### config.mk
export PLATFORM = sky130hd
export DESIGN_NAME = rgblab_matrix
export DESIGN_NICKNAME = d
export VERILOG_FILES = /design/src/rtl/rgb_to_lab_pixel_convert_macros.svh /design/src/rtl/rgblab_matrix.sv
export SDC_FILE = /design/constraint.sdc
export NUM_CORES = 2
export LEC_CHECK = 0
export ABC_AREA = 1
export BUFFER_PORTS_ARGS = -buffer_cell sky130_fd_sc_hd__buf_2
export CAP_MARGIN = 10
export CORE_MARGIN = 2
export CORE_UTILIZATION = 49
export CTS_CLUSTER_DIAMETER = 200
export DETAILED_ROUTE_END_ITERATION = 7
export SLEW_MARGIN = 0
export SYNTH_ARGS = -nofsm -noshare
export SYNTH_HDL_FRONTEND = slang
export SYNTH_SLANG_ARGS = --single-unit
export TNS_END_PERCENT = 100
### constraint.sdc
create_clock -name clock -period 10.07 [get_ports clock]
set_input_delay 1.007 -clock clock [delete_from_list [all_inputs] [get_ports clock]]
set_output_delay 1.007 -clock clock [all_outputs]
set_load 0.1 [all_outputs]
### src/rtl/rgb_to_lab_pixel_convert_macros.svh
// ---------------------------------------------------------------------------
// rgb_to_lab_pixel_convert_macros.svh
// Assertion macros shared by the pixel converter RTL.
// ---------------------------------------------------------------------------
`ifndef RGB_TO_LAB_PIXEL_CONVERT_MACROS_SVH
`define RGB_TO_LAB_PIXEL_CONVERT_MACROS_SVH

// cond at one edge implies expr at the next edge
`define RGBLAB_ASSERT_NEXT(name, cond, expr) \
   name: assert property (@(posedge clock) disable iff (reset) (cond) |=> (expr)) \
      else $error("rgblab assertion failed");

// cond implies expr at the same edge
`define RGBLAB_ASSERT_NOW(name, cond, expr) \
   name: assert property (@(posedge clock) disable iff (reset) (cond) |-> (expr)) \
      else $error("rgblab assertion failed");

`endif

### src/rtl/rgblab_matrix.sv
// ---------------------------------------------------------------------------
// rgblab_matrix
// Three-stage RGB to XYZ matrix with divide by one million and clamp.
// ---------------------------------------------------------------------------
`default_nettype none
module rgblab_matrix (
   input  wire logic       clock,
   input  wire logic       ce,
   input  wire logic [7:0] red,
   input  wire logic [7:0] green,
   input  wire logic [7:0] blue,
   output logic      [7:0] x_value,
   output logic      [7:0] y_value,
   output logic      [7:0] z_value
);

   localparam logic [19:0] C00 = 20'd412453;
   localparam logic [19:0] C01 = 20'd357580;
   localparam logic [19:0] C02 = 20'd180423;
   localparam logic [19:0] C10 = 20'd212671;
   localparam logic [19:0] C11 = 20'd715160;
   localparam logic [19:0] C12 = 20'd72169;
   localparam logic [19:0] C20 = 20'd19334;
   localparam logic [19:0] C21 = 20'd119193;
   localparam logic [19:0] C22 = 20'd950227;
   localparam logic [11:0] RECIP = 12'd2147;
   localparam logic [29:0] MEGA  = 30'd1000000;

   logic [28:0] sum_ff [3];
   logic [28:0] sum_in [3];
   logic [28:0] sum2_ff [3];
   logic [8:0]  qe_ff [3];
   logic [8:0]  qe_in [3];
   logic [7:0]  byte_ff [3];
   logic [7:0]  byte_in [3];

   always_comb begin
      sum_in[0] = 29'(red) * 29'(C00) + 29'(green) * 29'(C01) + 29'(blue) * 29'(C02);
      sum_in[1] = 29'(red) * 29'(C10) + 29'(green) * 29'(C11) + 29'(blue) * 29'(C12);
      sum_in[2] = 29'(red) * 29'(C20) + 29'(green) * 29'(C21) + 29'(blue) * 29'(C22);
   end

   always_comb begin
      logic [40:0] prod;
      logic [29:0] rem;
      logic [9:0]  q;
      for (int c = 0; c < 3; c++) begin
         prod = 41'(sum_ff[c]) * 41'(RECIP);
         qe_in[c] = prod[39:31];
      end
      for (int c = 0; c < 3; c++) begin
         rem = 30'(sum2_ff[c]) - 30'(qe_ff[c]) * MEGA;
         q = (rem >= MEGA) ? 10'(qe_ff[c]) + 10'd1 : 10'(qe_ff[c]);
         byte_in[c] = (q > 10'd255) ? 8'hFF : q[7:0];
      end
   end

   always_ff @(posedge clock) begin
      if (ce) begin
         sum_ff  <= sum_in;
         sum2_ff <= sum_ff;
         qe_ff   <= qe_in;
         byte_ff <= byte_in;
      end
   end

   assign x_value = byte_ff[0];
   assign y_value = byte_ff[1];
   assign z_value = byte_ff[2];

endmodule
`default_nettype wire

# --- After elaboration in Yosys (flattened, before gate mapping) ---
# Index checks and enable logic that the tools add are counted.
op_classes:
  add_sub_neg: 12
  n_mul: 15
  order_cmp: 6
  n_mux: 3
ops:
  columns: ["cell", "n"]
  rows:
  - ["multiplier 29 x 12 -> 40 bit, second input constant", 3]
  - ["multiplier 8 x 17 -> 25 bit, second input constant", 4]
  - ["greater-or-equal comparator 30 x 20 -> 1 bit, second input constant", 3]
  - ["subtractor 29 x 29 -> 30 bit", 3]
  - ["multiplier 9 x 14 -> 23 bit, second input constant", 3]
  - ["adder 26 x 28 -> 29 bit", 2]
  - ["multiplier 8 x 18 -> 26 bit, second input constant", 2]
  - ["adder 9 x 1 -> 10 bit, second input constant", 3]
  - ["> comparator 10 x 8 -> 1 bit, second input constant", 3]
  - ["2-to-1 mux 10 bit", 3]
  - ["adder 28 x 26 -> 29 bit", 1]
  - ["adder 29 x 25 -> 29 bit", 1]
  - ["adder 27 x 27 -> 28 bit", 1]
  - ["multiplier 8 x 20 -> 28 bit, second input constant", 1]
  - ["multiplier 8 x 19 -> 27 bit, second input constant", 1]
  - ["adder 23 x 25 -> 26 bit", 1]
  - ["multiplier 8 x 14 -> 22 bit, second input constant", 1]
word_totals:
  regBits: 225
  in_bits: 26
  output_inout_bits: 24
  word_cells: 48

# --- Longest topological paths before layout ---
depth:
  ltp_word: 5
  ltp_mapped: 37
  mapped_depth_nobuf: 37

# --- Least setup slack after synthesis ---
# OpenSTA, ideal clock, no wires.
synth_path:
  path_type: "in2reg"
  startpoint: "input port red[6]"
  endpoint: "register sum_ff[24] in the netlist's numbering, data pin"
  setup_time_ps: 259
  arrival_ps: 7260
  required_time_ps: 9811
  path_slack_ps: 2551
  stages: 30
  path_buffers: 0
  path_cell_list: "inv_1 -> ha_1 -> inv_1 -> ha_1 -> fa_1 -> inv_1 -> fa_1 -> inv_1 -> ha_1 -> nand2_1 -> inv_1 -> a21boi_0 -> o21ai_0 -> xor2_1 -> fa_1 -> fa_1 -> inv_1 -> fa_1 -> inv_1 -> fa_1 -> ha_1 -> a21oi_1 -> o21ai_0 -> a21oi_1 -> o21a_1 -> o21ai_1 -> inv_1 -> o21ai_1 -> a21oi_1 -> xnor2_1"
synth_rtl:
  columns: ["item", "line_no", "text"]
  rows:
  - ["from (decl)", "rgblab_matrix.sv:9", "input wire logic [7:0] red,"]
  - ["to (signal assigned)", "rgblab_matrix.sv:60", "sum_ff <= sum_in;"]
  - ["to (decl)", "rgblab_matrix.sv:29", "logic [28:0] sum_ff [3];"]

==> impl_results.md <==
- Status: complete, no violations
- CTS tree: built
- Startpoint Class: primary input
- Number of synthesized flops with an enable pin: a little over 200
- Port bufs: just under 50
- Layout cells sized above 1: about 2.4%
- Max Root-Sink Buffers: 3
- Synth unique cells: 49
- HPWL Detailed: around 110,000 um
- RR Startpoint: qe_ff[9]
- Num CTS Buffers: 29
- Area Growth Syn to Fin: 5.82%
- Layout Cells excl Fill: between 7,000 and 8,000
- Slowest Stage Delay on Critical Path: between 0.5 and 0.6 ns
- Syn Nets: 7,666
- Worst min-delay path class: reg2reg
- Post-route ant nets: 0
- Largest net degree at the start of global routing: 89
- Cell count of the worst hold path: 0
- Commonest non-fill, non-tap cells in the layout: inv_1 (1,531), ha_1 (1,077), nand2_1 (847)
- #FFs+latches synth: around 210
- Critical Path RT: 10.43 ns
- Initial antenna violation count: 6
- Slowest stage cell, crit path: fa_1
- Yosys Warn Count: 0
- Crit. Startpoint: red[7]
- Worst relative slew slack: between 30% and 40%
- Critical R2R Capture: y_value[0]
- Setup Skew: 0.00920 ns
- Arrival time worst endpoint: 8.49 ns
- Top Ports: 50
- Die area: about 110,000 um^2
- Total number of vias: between 30,000 and 40,000
- Syn Inst Count: around 5,900
- Setup violators final: 0
- Peak Freq: between 100 and 150 MHz
- Placed cell count: approximately 7,300
- Max-cap violations: 0
- Prevailing post-synth register cell: edfxtp_1
- Crit. End Element: flop
- CP bufs+invs: 5
- Maximum fanout along the worst path: 19
- Final slew viol count: 0
- # fillers: 9,855
- CTS HTree Levels: 1
- Min cycle time layout: 8.13 ns
- # nets final: 7,750
- First-pass GRT wire length: 212,000 um
- Core area: 104,000 um^2
- Initial Utilization: about half
- Leading cell type in the layout, fill and taps excluded: inv_1
- Worst Hold Margin: 0.659 ns
- Global Route Usage Sum: about a quarter
- DRC Markers: 0
- Vias/cell: around 5.2
- Synthesized area per cell: slightly below 9 um^2
- Crit path kind: in2reg
- Clk_lat worst skew: a little over 0.6 ns
- Flop-to-flop setup slack: slightly above 3 ns
- Tcrit/Tclk final: 80.7%
- Setup Buffers After CTS: 0
- Min-delay src: sum_ff[28]
- Syn Std Cell Area: just over 50,000 um^2
- FFs w/ async S/R, synth: 0%
- Tightest Pin Transition: roughly 0.95 ns
- Total wire length: 131,000 um
- Post-route setup TNS: 0 ns
- RSZ-0062 raised after global routing: no
- Crit-path leading delay family: adder cells
- Register area share after synthesis: between 10% and 20%
- Vias in the first global route: between 30,000 and 40,000
- Root buffer cell: clkbuf_16
- CP most frequent cell: ha_1
- Initial DRC Count: between 2,000 and 2,500
- Worst Reg-to-Reg Cells: 34
- Fin. Hold Viols: 0
- Die width: 327 um
- Remaining Overflow, GRT: 0
- Row count: roughly 120
- Gp weighted congestion: approximately 1
- Routed len/inst: between 15 and 20 um
- Hold_buf cts: 0
- Clock Pin Slew Worst Setup and Hold Paths: about 0.06 ns
- Post-CTS sizing: 0
- Clk sinks: roughly 210
- Die height: around 330 um
- Router iterations before antenna repair: 6
- Worst Hold End: sum2_ff[28]
-- area by class of cell --
| type | instances | area [um^2] | share of cell area, % |
|---|---|---|---|
| antenna | 2 | 5.00 | 0.00923 |
| clock buffer | 33 | 741 | 1.37 |
| clock inverter | 21 | 226 | 0.418 |
| inverter | 1532 | 5750 | 10.6 |
| multi-input combinational | 4122 | 39300 | 72.4 |
| sequential | 206 | 6190 | 11.4 |
| tap | 1380 | 1730 | 3.19 |
| timing repair buffer | 56 | 308 | 0.568 |
-- cell usage after synthesis (20+ instances only) --
cell type	number	share of area, %
ha_1	1077	26
xor2_1	154	2.6
o21a_1	20	0.29
nand2_1	847	6.2
a21o_1	25	0.37
nor2_1	253	1.9
a31oi_1	22	0.27
o21ai_1	22	0.21
nor3_1	48	0.47
fa_1	700	27
a21oi_1	348	3.4
nand4_1	47	0.57
edfxtp_1	206	12
nand3_1	178	1.7
xnor2_1	58	0.99
o21ai_0	170	1.7
inv_1	1531	11
-- how the worst max path moves through the flow --
stage                     slack, ns         end  depth (start not counted)
after floorplan                2.55  sum_ff[24]                         30
after global placement         1.42  sum_ff[24]                         30
after detailed placement       1.37  sum_ff[24]                         30
after CTS                      2.03  sum_ff[24]                         30
after global routing           1.43  sum_ff[24]                         30
final                          1.94  sum_ff[24]                         30
-- cell families after synthesis --
family	Yosys count	share of synthesized area [%]
AND/OR/NAND/NOR	1455	12.1
AO/OA/AOI/OAI	678	7.30
adder cells (fa/ha/maj)	1777	53.7
flip-flops	206	12.1
XOR/XNOR	212	3.63
buffers and inverters	1535	11.3
-- metal layers --
metal	GRT usage, %	routed length (um)
met1	35.5	62200
met3	2.91	6340
met2	41.2	58900
met5	0	12
met4	6.44	3600
-- worst reg2reg max path, delay by kind of cell (launching register included) --
family | cells | cell delay, ns
fa+ha+maj | 6 | 2.46
flops | 1 | 0.64
buf+inv | 5 | 0.63
simple gates | 18 | 2.25
compound gates | 4 | 0.69
xor+xnor | 1 | 0.09
-- per-stage QoR --
stage	utilization [%]	cell area [um^2]	worst slack, ns
finish	52.3	54200	1.94
global route	52.3	54200	1.43
CTS	52.3	54200	2.03
detailed placement	51.4	53200	1.37
global placement	51.4	53200	1.42
floorplan	-	51200	2.55
-- state kept, by name, indices dropped and copies added (netlist names) --
name     cells
y_value      8
qe_ff       27
z_value      8
x_value      8
sum_ff      86
sum2_ff     69
Power is not shown: default switching activity piles up to over one toggle a cycle in this logic, so the estimate is an artifact.
