## src/rtl/rgb_to_lab_pixel_convert_macros.svh

```systemverilog
// ---------------------------------------------------------------------------
// rgb_to_lab_pixel_convert_macros.svh
// Assertion macros shared by the pixel converter RTL.
// ---------------------------------------------------------------------------
`ifndef RGB_TO_LAB_PIXEL_CONVERT_MACROS_SVH
`define RGB_TO_LAB_PIXEL_CONVERT_MACROS_SVH

// cond at one edge implies expr at the next edge
`define RGBLAB_ASSERT_NEXT(name, cond, expr) \
   name: assert property (@(posedge clock) disable iff (reset) (cond) |=> (expr)) \
      else $error("rgblab assertion failed");

// cond implies expr at the same edge
`define RGBLAB_ASSERT_NOW(name, cond, expr) \
   name: assert property (@(posedge clock) disable iff (reset) (cond) |-> (expr)) \
      else $error("rgblab assertion failed");

`endif

```

## src/rtl/rgblab_lab_out.sv

```systemverilog
// ---------------------------------------------------------------------------
// rgblab_lab_out
// Form L, a and b from the f values: scale, truncate toward zero, clamp.
// ---------------------------------------------------------------------------
`default_nettype none
module rgblab_lab_out (
   input  wire logic        clock,
   input  wire logic        ce,
   input  wire logic [16:0] fx,
   input  wire logic [16:0] fy,
   input  wire logic [16:0] fz,
   output logic      [7:0]  lightness,
   output logic      [7:0]  green_red,
   output logic      [7:0]  blue_yellow
);

   logic signed [31:0] l_ff, a_ff, b_ff;
   logic        [7:0]  lo_ff, ao_ff, bo_ff;

   function automatic logic signed [31:0] tdiv16(input logic signed [31:0] v);
      logic signed [31:0] neg;
      neg = -v;
      if (v < 0) begin
         return -(neg >>> 16);
      end
      return v >>> 16;
   endfunction

   function automatic logic [7:0] clamp8(input logic signed [31:0] v);
      if (v < 0) begin
         return 8'd0;
      end
      if (v > 32'sd255) begin
         return 8'hFF;
      end
      return v[7:0];
   endfunction

   always_ff @(posedge clock) begin
      if (ce) begin
         l_ff  <= 32'sd116 * $signed({15'd0, fy}) - 32'sd1048576;
         a_ff  <= 32'sd500 * ($signed({15'd0, fx}) - $signed({15'd0, fy}));
         b_ff  <= 32'sd200 * ($signed({15'd0, fy}) - $signed({15'd0, fz}));
         lo_ff <= clamp8(tdiv16(l_ff));
         ao_ff <= clamp8(tdiv16(a_ff) + 32'sd128);
         bo_ff <= clamp8(tdiv16(b_ff) + 32'sd128);
      end
   end

   assign lightness   = lo_ff;
   assign green_red   = ao_ff;
   assign blue_yellow = bo_ff;

endmodule
`default_nettype wire
```

## config.mk

```make
export PLATFORM = sky130hd
export DESIGN_NAME = rgblab_lab_out
export DESIGN_NICKNAME = d
export VERILOG_FILES = /design/src/rtl/rgb_to_lab_pixel_convert_macros.svh /design/src/rtl/rgblab_lab_out.sv
export SDC_FILE = /design/constraint.sdc
export NUM_CORES = 1
export LEC_CHECK = 0
export BUFFER_PORTS_ARGS = -buffer_cell sky130_fd_sc_hd__buf_2
export CAP_MARGIN = 40
export CELL_PAD_IN_SITES_DETAIL_PLACEMENT = 2
export CELL_PAD_IN_SITES_GLOBAL_PLACEMENT = 2
export CORE_ASPECT_RATIO = 1.4
export CORE_UTILIZATION = 33
export DETAILED_ROUTE_END_ITERATION = 10
export GPL_TIMING_DRIVEN = 0
export PLACE_DENSITY = 0.77
export SYNTH_ARGS = -nofsm -noshare
export SYNTH_HDL_FRONTEND = slang
export SYNTH_SLANG_ARGS = --single-unit
```

## constraint.sdc

```tcl
create_clock -name clock -period 7.3 [get_ports clock]
set_clock_uncertainty 0.15 [all_clocks]
set_input_delay 0.73 -clock clock [delete_from_list [all_inputs] [get_ports clock]]
set_output_delay 0.73 -clock clock [all_outputs]
set_load 0.02 [all_outputs]
```

-- Yosys cells after proc, flatten, opt, wreduce, memory -nomap -nowiden
Cells that the tools add are included.
- flip-flop bits (word level): 115
- latch bits: 0
- RAM bits: 0
- bits in read-only memories: 0
- input port bits: 53
- output and inout bits: 24
- logic and storage cells: 71
- memories kept: 0
- add/subtract/negate cells: 11
- multipliers: 3
- div/mod/pow operators: 0
- magnitude comparators: 9
- eq/ne operators: 0
- shifts and indexed selects: 0
- mux-type cells: 42
- bitwise gates (word level): 0
- reduce and logical (&&, ||, !) cells: 0
- operator list (kind ; number):
    32-bit 2-to-1 mux ; 9
    32-bit by 1-bit < comparator with 1-bit output, second input constant ; 6
    32-bit by 9-bit > comparator with 1-bit output, second input constant ; 3
    8-bit 2-to-1 mux ; 12
    16-bit negation with 32-bit output ; 3
    32-bit negation ; 3
    32-bit by 9-bit adder with 32-bit output, second input constant ; 2
    17-bit by 17-bit subtractor with 18-bit output ; 2
    8-bit by 18-bit multiplier with 26-bit output, first input constant ; 1
    24-bit by 21-bit subtractor with 25-bit output, second input constant ; 1
    6-bit by 18-bit multiplier with 24-bit output, first input constant ; 1
    5-bit by 17-bit multiplier with 22-bit output, first input constant ; 1
    1-bit 2-to-1 mux ; 21

-- Longest topological paths before layout
- depth in word-level cells: 13
- mapped depth: 29
- depth with buffers taken out: 28

-- Least setup slack after synthesis
OpenSTA, ideal clock, no wires.
- kind: input port to flip-flop
- start point: input fx[0]
- end point: register a_ff[30] (data pin)
- library setup time: 268 ps
- arrival time: 6346 ps
- data required time: 6882 ps
- setup slack: 535 ps
- stages on the path: 27
- buffers on the path: 0
- cells stage by stage: inv_1 > ha_1 > fa_1 > nor2b_1 > o31a_1 > o211ai_1 > nand2_1 > a21oi_1 > xnor2_1 > xnor2_1 > xor2_1 > fa_1 > inv_1 > fa_1 > inv_1 > fa_1 > inv_1 > ha_1 > a21o_1 > a21oi_1 > o31ai_1 > o31ai_1 > o21ba_2 > o2111a_1 > nor3_1 > a211oi_1 > xor2_1
- cells in the longest elaborated chain, start to end: 2
- RTL lines (item ; RTL line ; source):
    start, declared ; rgblab_lab_out.sv:9 ; input wire logic [16:0] fx,
    17-bit by 17-bit subtractor with 18-bit output ; rgblab_lab_out.sv:42 ; a_ff <= 32'sd500 * ($signed({15'd0, fx}) - $signed({15'd0, fy}));
    8-bit by 18-bit multiplier with 26-bit output ; rgblab_lab_out.sv:42 ;
    end signal, assigned ; rgblab_lab_out.sv:42 ;
    end, declared ; rgblab_lab_out.sv:17 ; logic signed [31:0] l_ff, a_ff, b_ff;
No other way between the ends.
A chain may end at the register's enable or synchronous reset.

-- Worst setup path after layout
- start point: input fy[0]
- end point: register a_ff[30] (data pin)
- cells in the longest elaborated chain, start to end: 2
- RTL lines (item ; RTL line ; source):
    start, declared ; rgblab_lab_out.sv:10 ; input wire logic [16:0] fy,
    17-bit by 17-bit subtractor with 18-bit output ; rgblab_lab_out.sv:42 ;
    8-bit by 18-bit multiplier with 26-bit output ; rgblab_lab_out.sv:42 ;
No other way between the ends.

==> results.cfg <==
[synth]
ys_ff_latch = 97
synth_top_area_share_pct = 22.3
syn_avg_cell_area_um2 = 9.48
ys_seq_area_share_pct = 22.3
synth.yosys.warnings = 0
synth_flop_cell = edfxtp_1
synthCells = 1378
syn-num-nets = 1736
synth_edf_count = 97
syn_area_um2 = 13100
synth_top_cell_by_area = edfxtp_1
yosys-top-cells-area = edfxtp_1 (22%), ha_1 (19%), fa_1 (16%)
async_flop_share_pct = 0
synth_cell_type_count = 81

[grt]
track_usage_pct = 17.8
grt_pass1_wl_um = 56900
grt-ovfl-total = 0
antenna_found_initial = 0
grt_pass1_vias = 11700
grt_max_degree = 64

[worst_setup_path]
reg2reg_slack_ns = 2.79
path_max_fanout = 7
cp-end-kind = register
critPathSlowestCell = fa_1
critPathRequiredTime_ns = 7.26
critical_path_class = in2reg
critical_path_cell_count = 27
crit_buf_inv = 7
crit-reg2reg-launch = a_ff[2]
worst_r2r_endpoint = green_red[2]
r2r.worst_path.cells = 16
critPathArrivalTime_ns = 7.04
critPathMaxStageDelay_ns = 0.53
critPathLaunchType = primary input
worst_path_dominant_cell_family = adder cells

[detailed_routing]
drt_iter0_markers = 216
dr.pass1.iters = 4
drcViolationCount = 0
wirelength_um = 34300
vias = 10100
wl_per_cell_um = 17.1
ant_nets = 0
vias_per_cell = 5.03

[clock_network]
cts_tree = built
clkTransAtPathRegs_ns = 0.07
htreeDepth = 3
cts_sinks = 97
cts_root_buffer = clkbuf_16
holdBufCountCts = 0
cts_made_buffers = 9
clkLatencyLatePin_ns = 0.38
cts_buffer_depth = 2

[sta]
worst_pin_slew_ns = 0.710
min_period_ns = 7.08
relSlewSlack_pct = 52.6
fmaxAchievable_mhz = 141
finalSetupViolations = 0
timing.final.hold_violations = 0
final_max_slew_viol_count = 0
min_period_over_period_pct = 97.0

[place]
portBuffers = 76
gp_congestion = 0.830
dpl-instance-area_um2 = 14200
hpwl_um = 29400

[cells_and_area]
fillers = 4317
drive_gt1_share_pct = 11.4
nets = 1835
final_cell_mix = inv_1 (298), ha_1 (197), fa_1 (105), edfxtp_1 (97), xnor2_1 (76)
final_area_um2 = 14700
syn2layout_area_growth_pct = 12.2
layout_commonest_cell = inv_1
final_core_util_pct = 37.9

[min_path]
whs_endpoint = lightness[3]
holdPathStages = 1
min-delay-start = l_ff[19]
hp-class = reg2reg

[floorplanning]
row_count = 85
core_area_um2 = 38700
start_util_pct = 33.8
die_w_um = 170
dieArea_um2 = 40400
num_io_pins = 77
die_h_um = 237

[run_status]
run_status = complete, no violations

[job]
maxCapViolCount = 0
## kinds of logic after synthesis
group	after synthesis	synth area share, %
and+or+nand+nor	294	12.2
muxes	4	0.316
DFF	97	22.3
adders and majority gates	306	35.4
buffers and inverters	313	9.05
xor gates and xnor gates	125	8.49
AOI/OAI and AO/OA	239	12.3
## area by class of cell
class                      instances  area (µm²)  share of cell area [%]
clock buffer                       9         225                    1.54
clock inverter                     7        61.3                   0.418
buffer                            13        60.1                   0.410
tap                              522         653                    4.45
sequential                        97        2910                    19.9
inverter                         300        1130                    7.68
multi-input combinational        968        9120                    62.2
timing repair buffer              88         500                    3.41
antenna                            1        2.50                  0.0171
## timing repair
action | in CTS | in global routing
gates resized for setup | 13 | 20
setup endpoints to repair | 4 | 4
hold endpoints to repair | 0 | 0
pin swaps | 2 | 11
setup buffers | 1 | 7
## cell usage after synthesis (3+ instances only)
library cell and number:
ha_1 199, xnor2_1 82, nand4_1 20, nor3_1 25
a21boi_0 5, a31oi_1 12, or4_1 5, edfxtp_1 97
o21bai_1 8, nor4_1 7, a211oi_1 7, nor2_1 55
or3_1 6, o21ai_1 7, or2_2 12, buf_2 3
xor2_1 41, nand2b_1 10, o211ai_1 7, o31a_1 5
nor2b_1 13, clkbuf_1 7, nor4_2 6, a41oi_1 3
a21o_1 20, o41ai_1 3, inv_1 300, and2_1 10
nand3_1 26, o21ai_0 31, mux2i_1 3, a21oi_1 75
a31o_2 3, o31ai_1 9, o21a_1 20, nand2_1 68
fa_1 106, and3_1 13
## stage by stage
stage               hold WS, ns  TNS, ns  std cells  setup WS (ns)
global placement          0.425    -2.90       1976         -0.687
finish                    0.456        0       2005          0.219
CTS                       0.453        0       1997        0.00942
detailed placement        0.435    -3.55       1980         -0.785
global route              0.478  -0.0892       2004        -0.0387
floorplan                 0.396        0       1378          0.535
## how the worst max path moves through the flow
stage           from       end  slack [ns]
6_report       fy[0]  a_ff[30]        0.22
5_1_grt        fy[1]  a_ff[24]       -0.04
4_1_cts        fy[1]  a_ff[30]       0.009
3_5_place_dp   fy[1]  a_ff[30]       -0.78
3_3_place_gp   fy[0]  a_ff[26]       -0.69
2_1_floorplan  fx[0]  a_ff[30]        0.54
## state kept, by name, indices dropped and copies added, names as in the netlist
signal,count
b_ff,24
l_ff,23
green_red,8
a_ff,26
lightness,8
blue_yellow,8
## routing by layer
layer  share of wire, %  vias to the layer above  global-route usage (%)  wire [µm]
li1                   -                     4840                       -          -
met1                 36                     5111                    17.3      12400
met4                2.7                        0                    6.33        931
met2                 59                       96                    37.3      20400
met3                1.8                       47                    2.15        610
met5                  0                        -                       0          0
## worst register-to-register path: stages, from the launching register on
cell      delay [ns]
edfxtp_1        0.38
nor4_2          0.47
nand4_4         0.27
or2_0           0.31
buf_2           0.17
nand2_1         0.08
ha_1            0.29
and2_1          0.24
nand4_1         0.10
o21ba_1         0.24
or3_1           0.12
and2_1          0.14
ha_1            0.20
nand2_1         0.07
or4_4           0.43
a211oi_4        0.42
a21oi_1         0.13
Power is not shown: default switching activity piles up to over one toggle a cycle in this logic, so the estimate is an artifact.
