===== config.mk =====
export PLATFORM = sky130hd
export DESIGN_NAME = rgblab_ratio
export DESIGN_NICKNAME = d
export VERILOG_FILES = /design/src/rtl/rgb_to_lab_pixel_convert_macros.svh /design/src/rtl/rgblab_pkg.sv /design/src/rtl/rgblab_ratio.sv
export SDC_FILE = /design/constraint.sdc
export NUM_CORES = 2
export LEC_CHECK = 0
export BUFFER_PORTS_ARGS = -buffer_cell sky130_fd_sc_hd__buf_2
export CAP_MARGIN = 10
export CORE_MARGIN = 1.5
export CORE_UTILIZATION = 64
export DETAILED_ROUTE_END_ITERATION = 8
export GPL_TIMING_DRIVEN = 0
export HOLD_SLACK_MARGIN = 0.05
export PLACE_DENSITY = 0.82
export SYNTH_ARGS = -nofsm -noshare
export SYNTH_HDL_FRONTEND = slang
export SYNTH_SLANG_ARGS = --single-unit

===== constraint.sdc =====
create_clock -name clock -period 6.41 [get_ports clock]
set_clock_uncertainty 0.2 [all_clocks]
set_input_delay 0 -clock clock [delete_from_list [all_inputs] [get_ports clock]]
set_output_delay 0 -clock clock [all_outputs]
set_load 0.01 [all_outputs]

===== src/rtl/rgb_to_lab_pixel_convert_macros.svh =====
// ---------------------------------------------------------------------------
// rgb_to_lab_pixel_convert_macros.svh
// Assertion macros shared by the pixel converter RTL.
// ---------------------------------------------------------------------------
`ifndef RGB_TO_LAB_PIXEL_CONVERT_MACROS_SVH
`define RGB_TO_LAB_PIXEL_CONVERT_MACROS_SVH

// cond at one edge implies expr at the next edge
`define RGBLAB_ASSERT_NEXT(name, cond, expr) \
   name: assert property (@(posedge clock) disable iff (reset) (cond) |=> (expr)) \
      else $error("rgblab assertion failed");

// cond implies expr at the same edge
`define RGBLAB_ASSERT_NOW(name, cond, expr) \
   name: assert property (@(posedge clock) disable iff (reset) (cond) |-> (expr)) \
      else $error("rgblab assertion failed");

`endif


===== src/rtl/rgblab_pkg.sv =====
// ---------------------------------------------------------------------------
// rgblab_pkg
// Shared constants for the RGB to CIELAB pixel converter.
// ---------------------------------------------------------------------------
`default_nettype none
package rgblab_pkg;

   localparam int LAT_MAT   = 3;
   localparam int LAT_RATIO = 19;
   localparam int LAT_LABF  = 17;
   localparam int LAT_OUT   = 2;
   localparam int LAT_TOTAL = LAT_MAT + LAT_RATIO + LAT_LABF + LAT_OUT;
   localparam int XYZ_DELAY = LAT_RATIO + LAT_LABF + LAT_OUT;

   localparam int CSR_AW = 4;

   localparam logic [1:0] CSR_WHITE_X = 2'd0;
   localparam logic [1:0] CSR_WHITE_Y = 2'd1;
   localparam logic [1:0] CSR_WHITE_Z = 2'd2;

   localparam logic [17:0] WHITE_X_RESET = 18'd95047;
   localparam logic [17:0] WHITE_Y_RESET = 18'd100000;
   localparam logic [17:0] WHITE_Z_RESET = 18'd108883;

   localparam logic [17:0] RATIO_MAX = 18'h3FFFF;
   localparam logic [17:0] F_THRESH  = 18'd581;

endpackage
`default_nettype wire


===== src/rtl/rgblab_ratio.sv =====
// ---------------------------------------------------------------------------
// rgblab_ratio
// Pipelined restoring divider: byte * 65536000 / white, Q2.16, saturating.
// ---------------------------------------------------------------------------
`default_nettype none
module rgblab_ratio (
   input  wire logic        clock,
   input  wire logic        ce,
   input  wire logic [7:0]  value,
   input  wire logic [17:0] white,
   output logic      [17:0] ratio
);

   localparam logic [33:0] SCALE = 34'd65536000;

   logic [33:0] rem_ff [19];
   logic [17:0] quo_ff [19];
   logic        sat_ff [19];
   logic [33:0] n0_in;

   assign n0_in = 34'(value) * SCALE;

   always_ff @(posedge clock) begin
      if (ce) begin
         rem_ff[0] <= n0_in;
         quo_ff[0] <= '0;
         sat_ff[0] <= {2'b00, n0_in} >= {white, 18'd0};
      end
   end

   for (genvar k = 1; k < 19; k++) begin : g_bit
      localparam int B = 18 - k;
      logic [35:0] sh;
      logic        take;
      assign sh   = 36'(white) << B;
      assign take = {2'b00, rem_ff[k-1]} >= sh;
      always_ff @(posedge clock) begin
         if (ce) begin
            rem_ff[k] <= take ? rem_ff[k-1] - sh[33:0] : rem_ff[k-1];
            quo_ff[k] <= quo_ff[k-1] | (take ? (18'd1 << B) : 18'd0);
            sat_ff[k] <= sat_ff[k-1];
         end
      end
   end

   assign ratio = sat_ff[18] ? rgblab_pkg::RATIO_MAX : quo_ff[18];

endmodule
`default_nettype wire


### Yosys cells after proc, flatten, opt, wreduce, memory -nomap -nowiden

Memory sizes are Yosys's and may differ from the RTL's.
Cells that the tools add are included.

* $mul: 1
* bitwise logic cells: 18
* shift operators: 0
* eq/ne operators: 0
* order comparisons: 19
* add/sub/neg operators: 18
* reduce and logical (&&, ||, !) cells: 0
* muxes and demuxes: 39
* divide/modulo/power cells: 0

Operators by type and width (count)
* 34-bit two-way mux: 18
* 34-bit subtractor: 2
* 34-bit by 36-bit >= comparator with 1-bit output: 1
* 18-bit two-way mux: 2
* 34-bit by 35-bit >= comparator with 1-bit output: 1
* 34-bit by 18-bit >= comparator with 1-bit output: 1
* 34-bit by 19-bit >= comparator with 1-bit output: 1
* 34-bit by 20-bit >= comparator with 1-bit output: 1
* 34-bit by 21-bit >= comparator with 1-bit output: 1
* 34-bit by 22-bit >= comparator with 1-bit output: 1
* 34-bit by 23-bit >= comparator with 1-bit output: 1
* 34-bit by 24-bit >= comparator with 1-bit output: 1
* 34-bit by 25-bit >= comparator with 1-bit output: 1
* 34-bit by 26-bit >= comparator with 1-bit output: 1
* 34-bit by 27-bit >= comparator with 1-bit output: 1
* 34-bit by 28-bit >= comparator with 1-bit output: 1
* 34-bit by 29-bit >= comparator with 1-bit output: 1
* 34-bit by 30-bit >= comparator with 1-bit output: 1
* 34-bit by 31-bit >= comparator with 1-bit output: 1
* 34-bit by 32-bit >= comparator with 1-bit output: 1
* 34-bit by 33-bit >= comparator with 1-bit output: 1
* 34-bit >= comparator: 1
* 34-bit by 18-bit subtractor with 34-bit output: 1
* 34-bit by 19-bit subtractor with 34-bit output: 1
* other kinds (50): 52

* input bits: 28
* memory bits (writable): 1007
* output and inout port bits: 18
* memory bits (read-only): 0
* memories kept: 3
* bits in latches: 0
* word-level logic and storage cells: 98
* register bits after elaboration: 0

Memory list
* rem_ff: depth 19, width 34, read ports 18, clocked after Yosys merged registers in 0, write ports 19, RTL line rgblab_ratio.sv:16 `logic [33:0] rem_ff [19];`
* quo_ff: depth 19, width 18, read ports 19, clocked after Yosys merged registers in 0, write ports 19, RTL line rgblab_ratio.sv:17 `logic [17:0] quo_ff [19];`
* sat_ff: depth 19, width 1, read ports 19, clocked after Yosys merged registers in 0, write ports 19, RTL line rgblab_ratio.sv:18 `logic sat_ff [19];`

### Logic depth before layout (Yosys ltp)

An unclocked memory read counts as a cell.

* depth in word-level cells: 4
* depth in mapped cells: 19
* mapped depth without buffers: 19

### Worst setup path after synthesis

OpenSTA, ideal clock, no wires.

* path kind: in2reg
* start point: input value[0]
* end point: memory sat_ff[0], data pin
* stages: 18
* setup slack: 1.752 ns
* setup time: 0.256 ns
* path buffers: 0
* data arrival time: 4.202 ns
* data required time: 5.954 ns
* cell sequence: fa_1 > xor2_1 > ha_1 > fa_1 > inv_1 > fa_1 > inv_1 > ha_1 > nor2b_1 > o211ai_1 > nand2_1 > a21oi_1 > xnor2_1 > ha_1 > and4_1 > a2111oi_0 > o211ai_1 > a31o_2

RTL lines
* start, declared: RTL line rgblab_ratio.sv:9 `input wire logic [7:0] value,`
* end, declared: RTL line rgblab_ratio.sv:18

==> summary.txt <==
Initial Util -> 0.6456
Largest area contributor in the netlist -> edfxtp_1
CP Launch Type -> primary input
Critical-path cell list -> dlygate4sd3_1 > buf_2 > fa_1 > xor2_1 > ha_1 > fa_1 > inv_1 > fa_1 > inv_1 > ha_1 > nor2b_1 > o211ai_1 > nand2_1 > a41oi_1 > a21oi_1 > xnor2_1 > ha_1 > a21oi_1 > nor3_1 > dlygate4sd3_1 > a31o_2 > dlygate4sd3_1
Largest family of logic cells by synthesized area -> compound AO/OA/AOI/OAI gates
Clock sink total -> 630
# DRC -> 0
Filler cells -> 4708
Power per cell area -> 469.6 mW/mm^2
Final worst-path cycle share -> 0.9401
Mux contribution to synthesized area -> 0.02313
Minimum clock period -> 6.026 ns
Post-DP HPWL -> 68700 um
Via density -> 6.294
Hold Fails Final Rpt -> 0
Critical path's slowest cell -> fa_1
# IOs -> 46
Via count -> 31.38k
Clock slew at reported path FFs -> 0.06 ns
Max VDD drop -> 0.3324 mV
CP max FO -> 7
Die Ht -> 257.8 um
Register area -> 0.01892 mm^2
Sequential area share after synthesis -> 0.4554
Worst-Margin Slew -> 1.283 ns
Clk_lat worst skew -> 0.61 ns
Pin count of the biggest net entering global routing -> 133
Htree depth -> 3
Max capacitance violation total -> 0
Cells after Synth -> 3937
Number of antenna violations at the first check in global routing -> 0
Unique masters post-synth -> 84
Slew HR -> 0.1440
Most common cell in the netlist -> edfxtp_1
Area share of xor/xnor cells in the synthesized design -> 0.07294
Final RePlAce weighted congestion -> 0.9114
DRT Pass-1 Iters -> 6
Syn nets -> 4376
N_diodes -> 0
FMAX -> 166.0 MHz
Yosys top cell area share -> 0.4554
Worst path required time -> 6.55 ns
Synth Flop Type -> edfxtp_1
Area of the multi-input gates -> 0.02168 mm^2
RSZ-0062 raised after global routing -> false
Commonest cells in the netlist -> 630 x edfxtp_1, 374 x ha_1, 327 x a21oi_1, 327 x nand2_1, 305 x nor2_1
Vias in the first global route -> 29.97k
Routed length per instance -> 19.63 um
Syn Area/Cell -> 10.55 um^2
Global-route wire length before repair -> 154500 um
Total track usage -> 0.2918
Drt total wl -> 97870 um
Resized Gates After CTS -> 0
Synthesized area -> 0.04154 mm^2
Clock buffer count from CTS -> 71
Hold crit path type -> primary input to register
Leading post-synthesis cells by cell area -> edfxtp_1 46%, ha_1 11%, a21oi_1 3.9%, xnor2_1 3.8%, xor2_1 3.5%
Setup crit end kind -> register
Run status -> completed
Slew Limit Fails -> 0
Antenna Nets Post-Route -> 0
Worst path max stage delay -> 0.62 ns
Synth-to-layout area growth -> 9.664%
Setup CP Type -> primary input to register
Synth Area in Adders -> 0.1305
Clock buffer depth -> 3
Ys async rst share -> 0
Synth Area in Simple Gates -> 0.1391
Post-CTS Hold Buffers -> 12
Initial DRC Count -> 2878
DIE AREA -> 0.06645 mm^2
Congestion Overflow GR -> 0
Synth Area in Compound Gates -> 0.1562
CTS tree -> done
Root buf cell -> clkbuf_16
Worst EP arrival -> 6.17 ns
Final setup viols -> 0
Row count -> 93
Design area -> 0.04556 mm^2
Proportion of layout cells with a drive suffix above 1 -> 0.07821
#FFs+latches synth -> 630
Die Wd -> 257.8 um
I/O Buffers -> 45
Final worst setup slack -> 0.3842 ns
Nets@finish -> 4517
Dpl cell area -> 0.04310 mm^2
Post-CTS Setup Repair Bufs -> 0
Yosys warns -> 0
Lkg Pwr -> 17.48 nW
Number of synthesized flops with an enable pin -> 630
Core footprint -> 0.06435 mm^2
Setup WS pre-CTS -> 0.3060 ns
state kept, by name (all words and copies together), names as in the netlist:
register and count:
quo_ff 171, rem_ff 440, sat_ff 19
worst paths after layout:
kind	start	endpoint	slack, ns	depth (start not counted)
setup / recovery	value[0]	sat_ff[0]	0.38	22
hold / removal	value[1]	rem_ff[0][20]	0.09	2
setup reg to reg	rem_ff[4][14]	rem_ff[5][18]	2.00	10
hold reg to reg	sat_ff[7]	sat_ff[8]	0.21	0
placed cells by master, fill, tap and decap left out, types with 25 or more instances in the layout:
| cell | count |
|---|---|
| a31oi_1 | 29 |
| clkbuf_16 | 73 |
| clkbuf_1 | 87 |
| nand2b_1 | 48 |
| a211oi_1 | 37 |
| a21oi_1 | 327 |
| o21ai_0 | 260 |
| o31ai_1 | 33 |
| or3_1 | 35 |
| a21o_1 | 102 |
| nand2_1 | 327 |
| nand4_1 | 51 |
| xnor2_1 | 178 |
| nor2b_1 | 59 |
| or2_2 | 41 |
| mux2_2 | 80 |
| xor2_1 | 168 |
| buf_2 | 50 |
| inv_1 | 151 |
| o21a_1 | 52 |
| nor4_1 | 45 |
| o21bai_1 | 27 |
| nor3_1 | 81 |
| nor2_1 | 305 |
| nand3_1 | 69 |
| and2_1 | 25 |
| edfxtp_1 | 630 |
| ha_1 | 374 |
| fa_1 | 37 |
final cells by class:
type,instances,share of cell area
Sequential cell,630,0.4152
Buffer,90,0.007772
Timing Repair Buffer,68,0.01445
Clock inverter,45,0.009502
Inverter,159,0.01310
Tap cell,855,0.02348
Multi-Input combinational cell,3058,0.4758
Clock buffer,80,0.04067
power breakdown:
part / internal [mW] / switching, mW / total, mW
Combinational: 4.31 / 5.64 / 9.95
Clock: 2.36 / 1.66 / 4.02
Sequential: 6.50 / 0.922 / 7.42
per-stage QoR:
| step | hold slack [ns] | TNS [ns] | utilization | std cells | power (mW) |
|---|---|---|---|---|---|
| 6_report | 0.09350 | 0 | 0.7080 | 4985 | 21.39 |
| 5_1_grt | 0.09569 | 0 | 0.7080 | 4985 | 22.83 |
| 4_1_cts | 0.06004 | 0 | 0.7072 | 4983 | 21.29 |
| 3_5_place_dp | 0.1237 | 0 | 0.6698 | 4846 | 17.16 |
| 3_3_place_gp | 0.1206 | -2561.34 | 0.6658 | 4837 | 16.95 |
| 2_1_floorplan | -0.1011 | 0 | - | 3937 | 14.75 |
worst max-delay path: cells and delay by family:
family	cells	cell delay (ns)
AOI/OAI and AO/OA	5	0.92
xor gates and xnor gates	2	0.49
adders and majority gates	6	2.54
buffers and inverters	6	1.89
and+or+nand+nor	3	0.31
cells by family after synthesis:
kind of cell	Yosys count
AOI/OAI and AO/OA	1033
xor gates and xnor gates	346
adders and majority gates	411
buffers and inverters	249
DFF	630
muxes	86
and+or+nand+nor	1182
routing by layer:
metal / global-route usage / vias to the layer above / wire length (um)
li1: - / 15040 / -
met1: 0.3928 / 14910 / 41620
met2: 0.4735 / 1181 / 45470
met3: 0.04672 / 254 / 6817
met4: 0.1192 / 0 / 3961
met5: 0 / - / 0
Note: power is estimated with default switching activity, not from simulation.
