## src/rtl/rgb_to_lab_pixel_convert_macros.svh

```systemverilog
// ---------------------------------------------------------------------------
// rgb_to_lab_pixel_convert_macros.svh
// Assertion macros shared by the pixel converter RTL.
// ---------------------------------------------------------------------------
`ifndef RGB_TO_LAB_PIXEL_CONVERT_MACROS_SVH
`define RGB_TO_LAB_PIXEL_CONVERT_MACROS_SVH

// cond at one edge implies expr at the next edge
`define RGBLAB_ASSERT_NEXT(name, cond, expr) \
   name: assert property (@(posedge clock) disable iff (reset) (cond) |=> (expr)) \
      else $error("rgblab assertion failed");

// cond implies expr at the same edge
`define RGBLAB_ASSERT_NOW(name, cond, expr) \
   name: assert property (@(posedge clock) disable iff (reset) (cond) |-> (expr)) \
      else $error("rgblab assertion failed");

`endif

```

## src/rtl/rgblab_pkg.sv

```systemverilog
// ---------------------------------------------------------------------------
// rgblab_pkg
// Shared constants for the RGB to CIELAB pixel converter.
// ---------------------------------------------------------------------------
`default_nettype none
package rgblab_pkg;

   localparam int LAT_MAT   = 3;
   localparam int LAT_RATIO = 19;
   localparam int LAT_LABF  = 17;
   localparam int LAT_OUT   = 2;
   localparam int LAT_TOTAL = LAT_MAT + LAT_RATIO + LAT_LABF + LAT_OUT;
   localparam int XYZ_DELAY = LAT_RATIO + LAT_LABF + LAT_OUT;

   localparam int CSR_AW = 4;

   localparam logic [1:0] CSR_WHITE_X = 2'd0;
   localparam logic [1:0] CSR_WHITE_Y = 2'd1;
   localparam logic [1:0] CSR_WHITE_Z = 2'd2;

   localparam logic [17:0] WHITE_X_RESET = 18'd95047;
   localparam logic [17:0] WHITE_Y_RESET = 18'd100000;
   localparam logic [17:0] WHITE_Z_RESET = 18'd108883;

   localparam logic [17:0] RATIO_MAX = 18'h3FFFF;
   localparam logic [17:0] F_THRESH  = 18'd581;

endpackage
`default_nettype wire

```

## src/rtl/rgblab_labf.sv

```systemverilog
// ---------------------------------------------------------------------------
// rgblab_labf
// CIELAB f function: bit-serial pipelined cube root with a linear segment.
// ---------------------------------------------------------------------------
`default_nettype none
module rgblab_labf (
   input  wire logic        clock,
   input  wire logic        ce,
   input  wire logic [17:0] ratio,
   output logic      [16:0] f_value
);

   localparam logic [30:0] LIN_MUL   = 31'd903292;
   localparam logic [30:0] LIN_OFS   = 31'd1048576000;
   localparam logic [54:0] LIN_RECIP = 55'd9478362;
   localparam logic [31:0] LIN_DIV   = 32'd116000;

   logic [16:0] res_ff [17];
   logic [33:0] sq_ff  [17];
   logic [52:0] cu_ff  [17];
   logic [17:0] t_ff   [17];
   logic [30:0] lnum_ff;
   logic [30:0] lnum1_ff;
   logic [14:0] lest_ff;
   logic [16:0] lin_ff [2:16];

   for (genvar k = 0; k < 17; k++) begin : g_root
      localparam int B = 16 - k;
      logic [16:0] res_p;
      logic [33:0] sq_p;
      logic [52:0] cu_p;
      logic [17:0] t_p;
      logic [52:0] cube_c;
      logic [52:0] target;
      logic        take;
      if (k == 0) begin : g_first
         assign res_p = '0;
         assign sq_p  = '0;
         assign cu_p  = '0;
         assign t_p   = ratio;
      end else begin : g_rest
         assign res_p = res_ff[k-1];
         assign sq_p  = sq_ff[k-1];
         assign cu_p  = cu_ff[k-1];
         assign t_p   = t_ff[k-1];
      end
      assign cube_c = cu_p + ((53'(sq_p) << B) + (53'(sq_p) << (B + 1)))
                    + ((53'(res_p) << (2 * B)) + (53'(res_p) << (2 * B + 1)))
                    + (53'd1 << (3 * B));
      assign target = {3'b000, t_p, 32'd0};
      assign take   = cube_c <= target;
      always_ff @(posedge clock) begin
         if (ce) begin
            t_ff[k] <= t_p;
            if (take) begin
               res_ff[k] <= res_p | (17'd1 << B);
               sq_ff[k]  <= 34'(36'(sq_p) + (36'(res_p) << (B + 1)) + (36'd1 << (2 * B)));
               cu_ff[k]  <= cube_c;
            end else begin
               res_ff[k] <= res_p;
               sq_ff[k]  <= sq_p;
               cu_ff[k]  <= cu_p;
            end
         end
      end
   end

   logic [54:0] lprod;
   logic [31:0] lrem;
   logic [16:0] lin_in;

   assign lprod  = 55'(lnum_ff) * LIN_RECIP;
   assign lrem   = 32'(lnum1_ff) - 32'(lest_ff) * LIN_DIV;
   assign lin_in = (lrem >= LIN_DIV) ? 17'(lest_ff) + 17'd1 : 17'(lest_ff);

   always_ff @(posedge clock) begin
      if (ce) begin
         lnum_ff  <= 31'(ratio[9:0]) * LIN_MUL + LIN_OFS;
         lnum1_ff <= lnum_ff;
         lest_ff  <= lprod[54:40];
         lin_ff[2] <= lin_in;
         for (int k = 3; k < 17; k++) begin
            lin_ff[k] <= lin_ff[k-1];
         end
      end
   end

   assign f_value = (t_ff[16] >= rgblab_pkg::F_THRESH) ? res_ff[16] : lin_ff[16];

endmodule
`default_nettype wire

```

## config.mk

```make
export PLATFORM = sky130hd
export DESIGN_NAME = rgblab_labf
export DESIGN_NICKNAME = d
export VERILOG_FILES = /design/src/rtl/rgb_to_lab_pixel_convert_macros.svh /design/src/rtl/rgblab_pkg.sv /design/src/rtl/rgblab_labf.sv
export SDC_FILE = /design/constraint.sdc
export NUM_CORES = 2
export LEC_CHECK = 0
export BUFFER_PORTS_ARGS = -buffer_cell sky130_fd_sc_hd__buf_2
export CAP_MARGIN = 20
export CORE_MARGIN = 3
export CORE_UTILIZATION = 25
export CTS_BUF_LIST = sky130_fd_sc_hd__clkbuf_8
export DETAILED_ROUTE_END_ITERATION = 16
export GPL_TIMING_DRIVEN = 0
export PLACE_DENSITY = 0.42
export SLEW_MARGIN = 20
export SYNTH_ARGS = -nofsm -noshare
export SYNTH_HDL_FRONTEND = slang
export SYNTH_SLANG_ARGS = --single-unit
```

## constraint.sdc

```tcl
create_clock -name clock -period 8.07 [get_ports clock]
set_input_delay 1.614 -clock clock [delete_from_list [all_inputs] [get_ports clock]]
set_output_delay 1.614 -clock clock [all_outputs]
set_load 0.1 [all_outputs]
```

# --- Yosys cells after proc, flatten, opt, wreduce, memory -nomap -nowiden ---
# Memories as Yosys holds them, arrays and structs flattened.
# Index checks and enable logic that the tools add are counted.
word_totals:
  regBits: 77
  ramBits: 2329
  input_bits: 20
  output_inout_bits: 17
  word_cells: 353
  n_memories: 5
mem_list:
  columns: ["name", "depth", "width", "read_ports", "rd_clocked_by_memory_dff", "wr", "line", "source"]
  rows:
  - ["cu_ff", 17, 53, 16, 0, 17, "rgblab_labf.sv:20", "logic [52:0] cu_ff [17];"]
  - ["sq_ff", 17, 34, 16, 0, 17, "rgblab_labf.sv:19", "logic [33:0] sq_ff [17];"]
  - ["t_ff", 17, 18, 17, 0, 17, "rgblab_labf.sv:21", "logic [17:0] t_ff [17];"]
  - ["res_ff", 17, 17, 17, 0, 17, "rgblab_labf.sv:18", "logic [16:0] res_ff [17];"]
  - ["lin_ff", 15, 17, 15, 0, 15, "rgblab_labf.sv:25", "logic [16:0] lin_ff [2:16];"]
op_classes:
  addsub: 115
  n_mul: 3
  magnitude_cmp: 19
  mux: 157
  bitwise_logic: 51
op_table:
  columns: ["op", "n"]
  rows:
  - ["$mux W53", 17]
  - ["$le A53 B50 Y1", 16]
  - ["$mux W34", 17]
  - ["$mux W17", 18]
  - ["$add A53 B37 Y53", 2]
  - ["$add A53 B39 Y53", 2]
  - ["$add A53 B41 Y53", 2]
  - ["$add A53 B43 Y53", 2]
  - ["$add A53 B45 Y53", 2]
  - ["$add A53 B47 Y53", 2]
  - ["$add A53 B49 Y53", 2]
  - ["$mux W1", 104]
  - ["$add A47 B48 Y49", 2]
  - ["$add A45 B46 Y47", 2]
  - ["$add A43 B44 Y45", 2]
  - ["$add A41 B42 Y43", 2]
  - ["$add A39 B40 Y41", 2]
  - ["$add A37 B38 Y39", 2]
  - ["$add A35 B36 Y37", 2]
  - ["$mul A31 B23 Y54 const B", 1]
  - ["$add A53 B1 Y53 const B", 1]
  - ["$add A53 B10 Y53 const B", 1]
  - ["$add A53 B13 Y53 const B", 1]
  - ["$add A53 B16 Y53 const B", 1]
  - ["90 further kinds", 140]

# --- Depth between registers and ports, before layout ---
# An unclocked memory read counts as a cell.
logic_depth:
  word_depth: 10
  mapped_depth: 33
  mapped_depth_nobuf: 32

# --- Least setup slack after synthesis ---
# Ideal clock, no wire load.
synth_path:
  kind: "register -> register"
  startpoint: "register lest_ff[3]"
  endpoint: "register lin_ff[0][47] (netlist name)"
  setup_ns: 0.268
  arrival_ns: 7.000
  required_ns: 7.802
  setup_slack_ns: 0.802
  path_stages_with_launch: 33
  path_buffers: 1
  period_less_slack_ns: 7.268
  cell_sequence: "edfxtp_1 > inv_1 > fa_1 > inv_1 > ha_1 > fa_1 > inv_1 > fa_1 > inv_1 > fa_1 > ha_1 > or2_2 > a311oi_1 > a21oi_1 > a21oi_1 > o21ai_0 > a21oi_1 > nor2_1 > o21ai_0 > o31ai_1 > ha_1 > nor2b_1 > nor2b_1 > nor4_1 > o2111ai_1 > a2111oi_0 > nand2_1 > nor4_1 > nand4b_1 > and3_1 > clkbuf_1 > nand4_1 > xnor2_1"
synth_lines:
  columns: ["item", "line", "source"]
  rows:
  - ["from (decl)", "rgblab_labf.sv:24", "logic [14:0] lest_ff;"]
  - ["from (signal assigned)", "rgblab_labf.sv:80", "lest_ff <= lprod[54:40];"]

==> results.yml <==
worst_setup_path:
  required_ns: 8.79
  crit_slowest_cell: "or4_4"
  crit_path_frequent_cell: "ha_1"
  cp_slowest_stage_delay_ns: 0.59
  crit_path_end_kind: "flip-flop"
  r2r_setup_slack_ns: 0.31
  worstSetupPathType: "reg2reg"
  cp_max_fo: 10
  cp.arrival_ns: 8.47
  crit_path_start_kind: "flip-flop"
  ff2ff_path_depth: 27
drt:
  via_per_inst: 4.43
  drcViolationCount: 0
  routed_wl_mm: 268
  wire_per_inst_um: 17.3
  dr_total_vias: 68791
  first_pass_iters: 5
  ant_nets: 0
  drt_iter0_drc: 3126
sta:
  setup_violations: 0
  finalHoldViolations: 0
  rsz0062_at_grt: "true"
  slew_headroom: 0.312
  worst_pin_slew_ns: 1.03
  period_share: 0.961
  fmax_mhz: 129
  clock_skew_ns: 0.0764
  whs_ns: 0.377
  fin_crit_ns: 7.76
  slew_violations: 0
logic_synthesis:
  synth_flop_cell: "edfxtp_1"
  ys_seq_area_frac: 0.393
  ys_types: 101
  syn_nets: 11608
  ys_async_sr_fraction: 0
  yosys_warnings: 0
  synthCells: 9228
  synthTopCellsByCount: "ha_1 (1,658), edfxtp_1 (1,435), inv_1 (1,068), fa_1 (702), a21oi_1 (526)"
  synth_top_area_cell: "edfxtp_1"
  synth-edff-count: 1435
  synth_area_sq_um: 110000
  ys_seq_elements: 1435
  avgSynthCellArea_sq_um: 11.9
  synth_top_area_share: 0.393
  yosysMostFrequentCell: "ha_1"
  synth_area_leaders: "edfxtp_1 (39%), ha_1 (19%), fa_1 (13%)"
floorplan:
  chipHeight_um: 668
  design.die.area_sq_um: 446000
  io_pins: 37
  initial_core_util: 0.252
  rows: 242
  fp.dieW_um: 668
  core-area_sq_um: 435000
cts:
  numClockSinks: 1435
  clk_latency_ns: 1.00
  cts_tree: "yes"
  root_buffer: "clkbuf_8"
  clkTransAtPathRegs_ns: 0.06
  clk_path_buf_depth: 4
  cts-htree-levels: 5
  cts_made_buffers: 275
  cts_hold_buf: 0
placement:
  numPlacedInstances: 15019
  gp_congestion: 0.829
  dp_hpwl_mm: 216
  io_buffers: 36
  place_area_sq_um: 117000
global_routing:
  grt_overflow: 0
  grt_pass1_wl_mm: 422
  grt_pass1_vias: 73624
  grt_antenna_before_repair: 13
  grt_usage: 0.120
  grt_max_degree: 96
cells_and_area:
  final_cells: 15543
  fin_nets: 12000
  stdcell_area_sq_um: 124000
  syn2layout_area_growth_pct: 13.0
  n_fill_cell: 44580
  drive_gt1_frac: 0.0942
min_path:
  whs_path_depth: 0
  worstHoldPathType: "reg2reg"
run:
  maxCapViolCount: 0
outcome:
  outcome: "finished clean"
[layout by cell type, fill, tap and decap left out, types with 24 or more instances in the layout]
master	Yosys	final
nand3_1	155	154
o21a_1	75	75
nor3_1	99	92
edfxtp_1	1435	1435
fa_1	702	702
buf_2	35	62
clkinv_2	0	28
o21ai_0	346	332
a21oi_1	526	508
o21bai_1	68	68
o211ai_1	24	24
nor2_1	407	402
nand4_1	106	106
clkinv_1	1	60
nand2_1	504	502
a211oi_1	53	49
xor2_1	265	264
xnor2_1	431	426
and3_1	52	51
nand2b_1	88	88
ha_1	1658	1651
a31oi_1	42	37
buf_4	8	74
nor4_1	31	28
a21o_1	193	193
mux2_2	217	217
nor2b_1	111	110
clkbuf_1	80	42
inv_1	1068	1127
clkbuf_8	0	280
and2_1	68	66
[final cells by class]
class	count	area [sq um]	area share
Antenna cell	5	12.5	0.000101
Buffer	121	672	0.00543
Clock buffer	280	3850	0.0311
Clock inverter	181	1160	0.00939
Inverter	1071	4030	0.0325
Multi-Input combinational cell	6593	62600	0.506
Sequential cell	1435	43100	0.348
Tap cell	5734	7170	0.0579
Timing Repair Buffer	123	1230	0.00995
[critical path: cells and delay by family (launching register included)]
kind                     cells  cell delay (ns)
AND/OR/NAND/NOR              8             1.91
adder cells (fa/ha/maj)      5             1.68
XOR/XNOR                     1             0.12
buffers and inverters        3             0.68
multiplexers                 1             0.29
AO/OA/AOI/OAI                9             2.28
flip-flops                   1             0.54
[routing by layer]
metal,vias to the layer above,share of wire,track usage
li1,33688,-,-
met1,33742,0.45,0.154
met2,952,0.49,0.210
met3,405,0.033,0.0145
met4,4,0.028,0.0342
met5,-,0.000097,0
[per-stage QoR]
step / util / setup TNS (ns) / worst slack [ns]
6_report: 0.284 / 0 / 0.311
4_1_cts: 0.283 / 0 / 0.0000409
2_1_floorplan: - / 0 / 0.802
5_1_grt: 0.284 / -0.268 / -0.0649
3_5_place_dp: 0.270 / -241.65 / -1.76
3_3_place_gp: 0.268 / - / -11.19
[registers in the layout (all words and copies together) (netlist names)]
register / count
t_ff: 305
lnum_ff: 29
lin_ff: 240
cu_ff: 427
lnum1_ff: 26
res_ff: 153
lest_ff: 15
sq_ff: 240
[repair_timing]
item,in CTS,in global routing
buffers inserted,38,27
pin swaps,15,42
gates cloned,1,1
endpoints found under the hold margin,0,0
gates resized for setup,86,107
endpoints found under the setup margin,476,447
[cell families (layout without fill, tap and decap cells)]
group / Yosys count / in the layout / share of synthesized area
fa+ha+maj: 2360 / 2360 / 0.318
simple gates: 1737 / 1737 / 0.0771
compound gates: 1573 / 1574 / 0.0911
flops: 1435 / 1435 / 0.393
buf+inv: 1201 / 1776 / 0.0420
xor+xnor: 696 / 696 / 0.0557
mux: 226 / 226 / 0.0231
other cells: 0 / 5 / 0
[path summary, 6_finish.rpt]
check,end,from
worst max-delay path,cu_ff[15][31],sq_ff[14][22]
worst min-delay path,lin_ff[0][136],lin_ff[0][119]
worst max register to register,cu_ff[15][31],sq_ff[14][22]
worst min register to register,lin_ff[0][136],lin_ff[0][119]
Power is not shown: default switching activity piles up to over one toggle a cycle in this logic, so the estimate is an artifact.
